File: src/sv/efcc_pkg.sv
// Package of the encoder frame CRC checker: types, constants and the CRC function.
package efcc_pkg;

    localparam int WINDOW_COUNT_DEF = 4;
    localparam int SKIP_NEWEST_DEF  = 3;
    localparam int QUEUE_DEPTH_DEF  = 4;

    // Input opcodes.
    localparam logic OP_BYTE = 1'b0;
    localparam logic OP_TICK = 1'b1;

    // Offset that turns the unsigned angle into a signed position.
    localparam logic [15:0] POS_OFFSET = 16'h8000;

    typedef struct packed {
        logic       is_tick;
        logic [7:0] data;
    } t_cmd;

    // CRC x^8+x^3+1, seeded with the high byte, low byte fed MSB first.
    function automatic logic [7:0] crc8_angle(input logic [15:0] angle);
        logic [7:0] r;
        logic [7:0] d;
        logic       fb;
        r = angle[15:8];
        d = angle[7:0];
        for (int k = 0; k < 8; k++) begin
            fb = r[7];
            r  = {r[6:3], r[2] ^ fb, r[1:0], fb ^ d[7]};
            d  = {d[6:0], 1'b0};
        end
        return r;
    endfunction

endpackage

File: src/sv/efcc_front.sv
// Front end: accepts input beats, classifies them and pushes commands into the queue.
module efcc_front (
    input  logic             i_valid,
    input  logic             i_opcode,
    input  logic [7:0]       i_rx_byte,
    input  logic             i_full,
    output logic             o_stall,
    output logic             o_push,
    output efcc_pkg::t_cmd   o_cmd
);

    assign o_stall = i_full;
    assign o_push  = i_valid && !i_full;

    always_comb begin
        o_cmd = '0;
        unique case (i_opcode)
            efcc_pkg::OP_BYTE: begin
                o_cmd.is_tick = 1'b0;
                o_cmd.data    = i_rx_byte;
            end
            efcc_pkg::OP_TICK: begin
                // The byte lane carries nothing on a tick.
                o_cmd.is_tick = 1'b1;
                o_cmd.data    = '0;
            end
            default: begin
                o_cmd = '0;
            end
        endcase
    end

endmodule

File: src/sv/efcc_queue.sv
// Short command queue between the front end and the back end.
module efcc_queue #(
    parameter int DEPTH = efcc_pkg::QUEUE_DEPTH_DEF
) (
    input  logic             i_clk,
    input  logic             i_rst_n,
    input  logic             i_push,
    input  efcc_pkg::t_cmd   i_cmd,
    output logic             o_full,
    output logic             o_valid,
    output efcc_pkg::t_cmd   o_cmd,
    input  logic             i_pop
);

    localparam int AW = $clog2(DEPTH);
    localparam int CW = $clog2(DEPTH + 1);

    efcc_pkg::t_cmd  r_mem [DEPTH];
    logic [AW-1:0]   r_wr, n_wr;
    logic [AW-1:0]   r_rd, n_rd;
    logic [CW-1:0]   r_count, n_count;
    logic            w_push;
    logic            w_pop;

    assign o_full  = (r_count == CW'(DEPTH));
    assign o_valid = (r_count != '0);
    assign o_cmd   = r_mem[r_rd];
    assign w_push  = i_push && !o_full;
    assign w_pop   = i_pop && o_valid;

    always_comb begin
        n_wr    = r_wr;
        n_rd    = r_rd;
        n_count = r_count;
        if (w_push) begin
            n_wr = (r_wr == AW'(DEPTH - 1)) ? '0 : r_wr + 1'b1;
        end
        if (w_pop) begin
            n_rd = (r_rd == AW'(DEPTH - 1)) ? '0 : r_rd + 1'b1;
        end
        case ({w_push, w_pop})
            2'b10:   n_count = r_count + 1'b1;
            2'b01:   n_count = r_count - 1'b1;
            default: n_count = r_count;
        endcase
    end

    always_ff @(posedge i_clk) begin
        if (!i_rst_n) begin
            r_wr    <= '0;
            r_rd    <= '0;
            r_count <= '0;
        end else begin
            r_wr    <= n_wr;
            r_rd    <= n_rd;
            r_count <= n_count;
        end
    end

    always_ff @(posedge i_clk) begin
        if (w_push) begin
            r_mem[r_wr] <= i_cmd;
        end
    end

endmodule

File: src/sv/efcc_back.sv
// Back end: byte history, frame window search with CRC check and the result register.
module efcc_back #(
    parameter int WINDOW_COUNT = efcc_pkg::WINDOW_COUNT_DEF,
    parameter int SKIP_NEWEST  = efcc_pkg::SKIP_NEWEST_DEF
) (
    input  logic               i_clk,
    input  logic               i_rst_n,
    input  logic               i_valid,
    input  efcc_pkg::t_cmd     i_cmd,
    output logic               o_pop,
    output logic               o_valid,
    input  logic               i_stall,
    output logic signed [15:0] o_position,
    output logic [15:0]        o_raw_angle,
    output logic               o_error_flag
);

    localparam int HIST_DEPTH = SKIP_NEWEST + WINDOW_COUNT + 3;

    logic [7:0]        r_hist [HIST_DEPTH];
    logic [15:0]       r_held, n_held;
    logic              r_out_valid;
    logic signed [15:0] r_pos;
    logic [15:0]       r_raw;
    logic              r_err;

    logic [15:0]       w_angle [WINDOW_COUNT];
    logic [WINDOW_COUNT-1:0] w_hit;
    logic              w_found;
    logic [15:0]       w_sel;
    logic              w_slot;

    for (genvar w = 0; w < WINDOW_COUNT; w++) begin : g_win
        logic [7:0] b0, b1, b2, b3;
        logic [7:0] crc;
        logic       marks;
        assign b0 = r_hist[SKIP_NEWEST + w + 3];
        assign b1 = r_hist[SKIP_NEWEST + w + 2];
        assign b2 = r_hist[SKIP_NEWEST + w + 1];
        assign b3 = r_hist[SKIP_NEWEST + w];
        assign w_angle[w] = {b0[2], b1[6:0], b0[1], b2[6:0]};
        assign crc        = {b0[0], b3[6:0]};
        assign marks      = !b0[7] && b1[7] && b2[7] && b3[7];
        assign w_hit[w]   = marks && (efcc_pkg::crc8_angle(w_angle[w]) == crc);
    end

    // The newest window wins, so the loop runs from the oldest down.
    always_comb begin
        w_sel = r_held;
        for (int w = WINDOW_COUNT - 1; w >= 0; w--) begin
            if (w_hit[w]) begin
                w_sel = w_angle[w];
            end
        end
    end

    assign w_found = |w_hit;
    assign n_held  = w_sel;

    // A tick needs a free result slot; a byte beat never waits.
    assign w_slot = !r_out_valid || !i_stall;
    assign o_pop  = i_valid && (!i_cmd.is_tick || w_slot);

    always_ff @(posedge i_clk) begin
        if (!i_rst_n) begin
            for (int i = 0; i < HIST_DEPTH; i++) begin
                r_hist[i] <= '0;
            end
            r_held      <= '0;
            r_out_valid <= 1'b0;
        end else begin
            if (o_pop && !i_cmd.is_tick) begin
                r_hist[0] <= i_cmd.data;
                for (int i = 1; i < HIST_DEPTH; i++) begin
                    r_hist[i] <= r_hist[i-1];
                end
            end
            if (o_pop && i_cmd.is_tick) begin
                r_held      <= n_held;
                r_out_valid <= 1'b1;
            end else if (!i_stall) begin
                r_out_valid <= 1'b0;
            end
        end
    end

    always_ff @(posedge i_clk) begin
        if (o_pop && i_cmd.is_tick) begin
            r_pos <= signed'(n_held ^ efcc_pkg::POS_OFFSET);
            r_raw <= n_held;
            r_err <= !w_found;
        end
    end

    assign o_valid      = r_out_valid;
    assign o_position   = r_pos;
    assign o_raw_angle  = r_raw;
    assign o_error_flag = r_err;

endmodule

File: src/sv/encoder_frame_crc_checker_core.sv
// Throughput: one input beat per cycle, byte or tick, while results are taken.
// A tick's result is registered in the back end after the tick has passed through the queue; bytes give none.
// The queue of QUEUE_DEPTH entries lets a tick wait on a stalled result without losing bytes.
// The window search and CRC for all windows evaluate combinationally from the byte history.
// Synchronous active-low reset clears the history, the held angle and the queue.
module encoder_frame_crc_checker_core #(
    parameter int WINDOW_COUNT = efcc_pkg::WINDOW_COUNT_DEF,
    parameter int SKIP_NEWEST  = efcc_pkg::SKIP_NEWEST_DEF,
    parameter int QUEUE_DEPTH  = efcc_pkg::QUEUE_DEPTH_DEF
) (
    input  logic               i_clk,
    input  logic               i_rst_n,
    input  logic               i_valid,
    output logic               o_stall,
    input  logic               i_opcode,
    input  logic [7:0]         i_rx_byte,
    output logic               o_valid,
    input  logic               i_stall,
    output logic signed [15:0] o_position,
    output logic [15:0]        o_raw_angle,
    output logic               o_error_flag
);

    logic            w_full;
    logic            w_push;
    efcc_pkg::t_cmd  w_front_cmd;
    logic            w_q_valid;
    efcc_pkg::t_cmd  w_q_cmd;
    logic            w_pop;

    efcc_front u_front (
        .i_valid   (i_valid),
        .i_opcode  (i_opcode),
        .i_rx_byte (i_rx_byte),
        .i_full    (w_full),
        .o_stall   (o_stall),
        .o_push    (w_push),
        .o_cmd     (w_front_cmd)
    );

    efcc_queue #(
        .DEPTH (QUEUE_DEPTH)
    ) u_queue (
        .i_clk   (i_clk),
        .i_rst_n (i_rst_n),
        .i_push  (w_push),
        .i_cmd   (w_front_cmd),
        .o_full  (w_full),
        .o_valid (w_q_valid),
        .o_cmd   (w_q_cmd),
        .i_pop   (w_pop)
    );

    efcc_back #(
        .WINDOW_COUNT (WINDOW_COUNT),
        .SKIP_NEWEST  (SKIP_NEWEST)
    ) u_back (
        .i_clk        (i_clk),
        .i_rst_n      (i_rst_n),
        .i_valid      (w_q_valid),
        .i_cmd        (w_q_cmd),
        .o_pop        (w_pop),
        .o_valid      (o_valid),
        .i_stall      (i_stall),
        .o_position   (o_position),
        .o_raw_angle  (o_raw_angle),
        .o_error_flag (o_error_flag)
    );

endmodule

File: config.mk
export PLATFORM = sky130hd
export DESIGN_NAME = encoder_frame_crc_checker_core
export DESIGN_NICKNAME = d
export VERILOG_FILES = /design/src/sv/efcc_pkg.sv /design/src/sv/efcc_front.sv /design/src/sv/efcc_queue.sv /design/src/sv/efcc_back.sv /design/src/sv/encoder_frame_crc_checker_core.sv
export SDC_FILE = /design/constraint.sdc
export NUM_CORES = 1
export LEC_CHECK = 0
export BUFFER_PORTS_ARGS = -buffer_cell sky130_fd_sc_hd__buf_2
export CAP_MARGIN = 10
export CORE_UTILIZATION = 55
export CTS_BUF_LIST = sky130_fd_sc_hd__clkbuf_4 sky130_fd_sc_hd__clkbuf_8
export DETAILED_ROUTE_END_ITERATION = 8
export GPL_ROUTABILITY_DRIVEN = 0
export PLACE_DENSITY_LB_ADDON = 0.25
export SYNTH_ARGS = -nofsm -noshare
export SYNTH_HDL_FRONTEND = slang
export SYNTH_SLANG_ARGS = --single-unit
File: constraint.sdc
create_clock -name i_clk -period 15.75 [get_ports i_clk]
set_input_delay 3.15 -clock i_clk [delete_from_list [all_inputs] [get_ports i_clk]]
set_output_delay 3.15 -clock i_clk [all_outputs]
set_load 0.01 [all_outputs]
# Word-level counts from Yosys, hierarchy flattened
# Memory sizes are Yosys's and may differ from the RTL's. A register that Yosys moved wholly into a read port is not among the register bits.
# Cells that the tools add are included.
# word_totals
latchBits,0
mem_bits_ro,0
mem_count,2
reg_bits,57
ramBits,116
input_bits,13
elab_cells,164
# mem_list
name,words,word_bits,read_ports,rd_clocked_by_memory_dff,write_ports,line,rtl
u_back.r_hist,10,8,10,0,10,efcc_back.sv:20,logic [7:0] r_hist [HIST_DEPTH];
u_queue.r_mem,4,9,1,1,1,efcc_queue.sv:18,efcc_pkg::t_cmd r_mem [DEPTH];
# op_classes
reduce_logical,36
n_shift,0
add_sub_neg,4
bitwise_logic,76
n_eq_ne,10
n_lt_le_gt_ge,0
mux,28
n_div,0
multipliers,0
# op_table
cell,count
2-to-1 mux 8 bit,10
2-to-1 mux 16 bit,4
XOR 1 bit,64
equality test 8 bit,4
logical AND 1 bit,22
case mux 9 bit (2 select lines),1
bitwise OR 1 bit,10
zero test 1 bit,9
2-to-1 mux 1 bit,8
2-to-1 mux 2 bit,4
equality test 2 bit (second input constant),3
case mux 3 bit (2 select lines),1
adder 2 x 1 -> 2 bit (second input constant),2
OR reduction 4 bit,1
adder 3 x 1 -> 3 bit (second input constant),1
equality test 3 bit (second input constant),1
nonzero test 3 bit,1
subtractor 3 x 1 -> 3 bit (second input constant),1
equality test 2 x 1 -> 1 bit (second input constant),1
logical OR 1 bit,2
!= test 2 x 1 -> 1 bit (second input constant),1
NOT 1 bit,2
nonzero test 2 bit,1

# Longest topological paths before layout
# depth
depth_word,10
mapped_depth,10

# Modules after synthesis
# Synthesis repeated with hierarchy kept, for this count alone.
# hier_totals
cells_unflattened,611
area_unflattened_um2,7770.0
# by_module_without_submodules
mod,n_inst,cells_per_inst,area_each_um2,seq_area_each_um2
efcc_back,1,497,5908.2,3163.0
efcc_queue,1,103,1790.5,1261.2
efcc_front,1,11,71.3,0.0

# Least setup slack after synthesis
# No wires, ideal clock.
# synth_timing
kind,flip-flop to flip-flop
from,register (tool-made name)
to,"memory u_back.r_hist[0][0], enable pin"
stages_incl_launch_ff,4
path_buffers,1
arrival_ns,6.481
setup_slack_ns,8.654
path_cell_list,dfxtp_1 buf_2 mux4_2 o21ai_0
# synth_rtl
element,line
end: declaration,efcc_back.sv:20

# Worst setup path after layout
# layout_timing
from,input port i_stall
to,register u_queue.r_count[2]
# layout_via
elab_chain_len,7
# layout_lines
element,line,rtl
start: declaration,encoder_frame_crc_checker_core.sv:18,"input logic i_stall,"
zero test 1 bit *,efcc_back.sv:61,assign w_slot = !r_out_valid || !i_stall;
logical OR 1 bit *,efcc_back.sv:61,
logical OR 1 bit *,efcc_back.sv:62,assign o_pop = i_valid && (!i_cmd.is_tick || w_slot);
logical AND 1 bit *,efcc_back.sv:62,
logical AND 1 bit *,efcc_queue.sv:29,assign w_pop = i_pop && o_valid;
equality test 2 x 1 -> 1 bit or equality test 2 bit (tied branches),efcc_queue.sv:41,"case ({w_push, w_pop})"
case mux 3 bit (2 select lines) or nonzero test 2 bit (tied branches),--,
end signal: assignment,efcc_queue.sv:56,r_count <= n_count;
end: declaration,efcc_queue.sv:21,"logic [CW-1:0] r_count, n_count;"
# Mark *: on every way between the ends. The rest lies on a longest branch, timed or not.
# A chain may end at the register's enable or synchronous reset.

==> flow_summary.yaml <==
synthesis:
  synth_top_area_share_pct: 51.6
  synth.area.top_cells: "edfxtp_1 52%, dfxtp_1 6.9%, and3_1 6.4%"
  synthCells: 578
  synth_compound_area_share_pct: 7.16
  ys_warn_count: 0
  synth-edff-count: 130
  synth_nets: 598
  synth_top_flop_cell: "edfxtp_1"
  yosys.area_share.xor_xnor_pct: 10.8
  yosysUniqueCellTypes: 43
  seq_area_frac_synth_pct: 58.5
  ys_async_sr_fraction_pct: 0
  synth_simple_gate_area_share_pct: 12.5
  synth_area_leader_cell: "edfxtp_1"
  synth_area_mm2: 0.00757
  synth_fa_ha_area_share_pct: 1.26
  synth_top_family_by_area: "simple AND/OR/NAND/NOR gates"
  syn_area_per_cell_um2: 13.1
  synthMuxAreaShare_pct: 5.19
  synth_seq_cells: 156
critical_path:
  worstSetupEndpointType: "flop"
  crit_required_ns: 16.13
  path_cells: "buf_2 -> a31oi_1 -> ha_1 -> inv_1 -> fa_1 -> xor2_1 -> or3_1 -> a21boi_0"
  worstSetupPathType: "in2reg"
  path_buf_inv: 2
  crit_fanout: 3
  slowest_delay_ns: 0.43
  crit_family: "adder cells"
  startpoint_type: "input port"
  arrival_ns: 4.98
  slowest_stage: "fa_1"
placed_design:
  place_area_mm2: 0.00776
  detailed_place_hpwl_um: 8840
  port_buffers: 47
  preCtsSetupSlack_ns: 10.68
  dp.cells: 743
sta:
  final.setup.tns_ns: 0
  fin_skew_ns: 0.0129
  whs_ns: 0.527
  max_slew_margin_pct: 35.2
  grt_setup_unrepaired: "no"
  maxSlewViolCount: 0
  period_minus_slack_ns: 4.60
  setup_viol: 0
  max_freq_mhz: 217
  layout_setup_ws_ns: 11.15
  period_share_pct: 29.2
  hold_violations: 0
  worst_pin_slew_ns: 0.972
route:
  drtAntennaViolNets: 0
  detail_route.iter0.violations: 316
  avgViaCountPerCell: 5.82
  remaining_drc_errors: 0
  wirelength_um: 14300
  via_count: 4501
  dr.pass1.iters: 6
  drt-wirelength-per-cell_um: 18.4
power:
  power.total_mw: 1.53
  pwr_density_cell_mw_per_mm2: 188
  switching_share_pct: 34.5
  clkPwrFrac_pct: 19.4
  p_int_mw: 1.00
  seqPwrFrac_pct: 45.6
  ir_drop_mv: 0.114
  p_sw_uw: 529
  p_comb_share_pct: 35.0
  leakagePower_nw: 3.42
floorplan:
  die-area_mm2: 0.0142
  core-area_mm2: 0.0133
  io_pins: 48
  die_h_um: 119
  core.rowCount: 42
  initial_core_util_pct: 56.7
  die_w_um: 119
layout:
  layout_commonest_cell: "edfxtp_1"
  areaGrowthSynthToFinish_pct: 7.72
  finish.utilization_pct: 61.1
  n_fill_cell: 1029
  n_antenna_cell: 0
  nets: 606
  final_cell_mix: "130 x edfxtp_1, 77 x and3_1, 47 x buf_2"
  final_area_mm2: 0.00815
  final_cells: 774
  drive_gt1_share_pct: 16.2
clock_tree:
  h-tree-depth: 4
  clk_pin_slew_ns: 0.08
  clk_latency_ns: 0.45
  root_buffer: "clkbuf_8"
  cts_sinks: 156
  cts_resized: 0
  cts_tree: "built"
  cts_max_path_buffers: 2
  cts-buffers-inserted: 17
  cts_setup_buffers: 0
  hold_buffers: 0
outcome:
  status: "finished, final reports clean"
grt:
  grt_start_max_net_pins: 102
  grt_first_pass_wirelength_um: 23300
  overflow: 0
  first_global_vias: 4555
  antenna_found_initial: 0
  gr-usage-all-layers_pct: 21.5
hold_path:
  hold_class: "reg2reg"
job:
  cap_viol_max_count: 0
[metal layers]
layer / track usage (%) / part of all wire, %
met1: 26.9 / 44
met2: 35.8 / 50
met3: 5.65 / 4.8
met4: 8.07 / 0.93
met5: 0 / 0
[final timing paths]
kind / from / to / slack [ns] / depth (start not counted)
worst min register to register: u_queue.r_wr[1] / u_queue.r_wr[1] / 0.53 / 2
worst max-delay path: i_stall / u_queue.r_count[2] / 11.15 / 8
worst min-delay path: u_queue.r_wr[1] / u_queue.r_wr[1] / 0.53 / 2
worst max register to register: flop / u_queue.r_count[2] / 12.50 / 8
[power by group through the flow]
| stage | sequential (mW) | clock [mW] | combinational [mW] |
|---|---|---|---|
| after detailed placement | 0.708 | 0 | 0.537 |
| after global routing | 0.714 | 0.319 | 0.594 |
| final | 0.699 | 0.298 | 0.537 |
| after floorplan | 0.670 | 0 | 0.467 |
| after CTS | 0.700 | 0.303 | 0.539 |
| after global placement | 0.702 | 0 | 0.522 |
[flip-flops by register name, summed over array words and instances (netlist names), named ones only]
name,cells
u_back.r_held,16
u_back.o_position,1
u_back.o_raw_angle,16
u_back.o_error_flag,1
u_queue.r_wr,2
u_back.o_valid,1
u_queue.r_count,3
u_queue.r_mem,36
u_queue.r_rd,2
u_back.r_hist,76
[area by class of cell]
class	count	area [um2]	share of cell area [%]
clock buffers	18	241	2.96
clock inverters	13	149	1.83
inverters	6	22.5	0.276
multi-input cells	352	2810	34.5
flip-flops and latches	156	4420	54.3
well taps	176	220	2.70
repair buffers	53	280	3.44
[synth_stat cells, drive strengths merged, types with 17 or more instances]
master    n
xnor2    42
nand2    25
nor2     20
clkbuf   36
buf      28
dfxtp    26
a31oi    17
edfxtp  130
and3     77
xor2     21
mux2i    19
o21ai    19
[worst register-to-register path: cells and delay by family, from the launching register on]
kind	cells	cell delay, ns
simple gates	1	0.30
xor+xnor	1	0.16
mux	1	0.69
buf+inv	1	0.07
flops	1	0.76
fa+ha+maj	2	0.68
compound gates	2	0.54
[logic make-up (layout without fill, tap and decap cells)]
group,after synthesis,after routing
DFF,156,156
muxes,28,28
and+or+nand+nor,166,166
adders and majority gates,7,7
buffers and inverters,70,90
AOI/OAI and AO/OA,77,77
xor gates and xnor gates,74,74
Power figures use the tool's default switching activity.
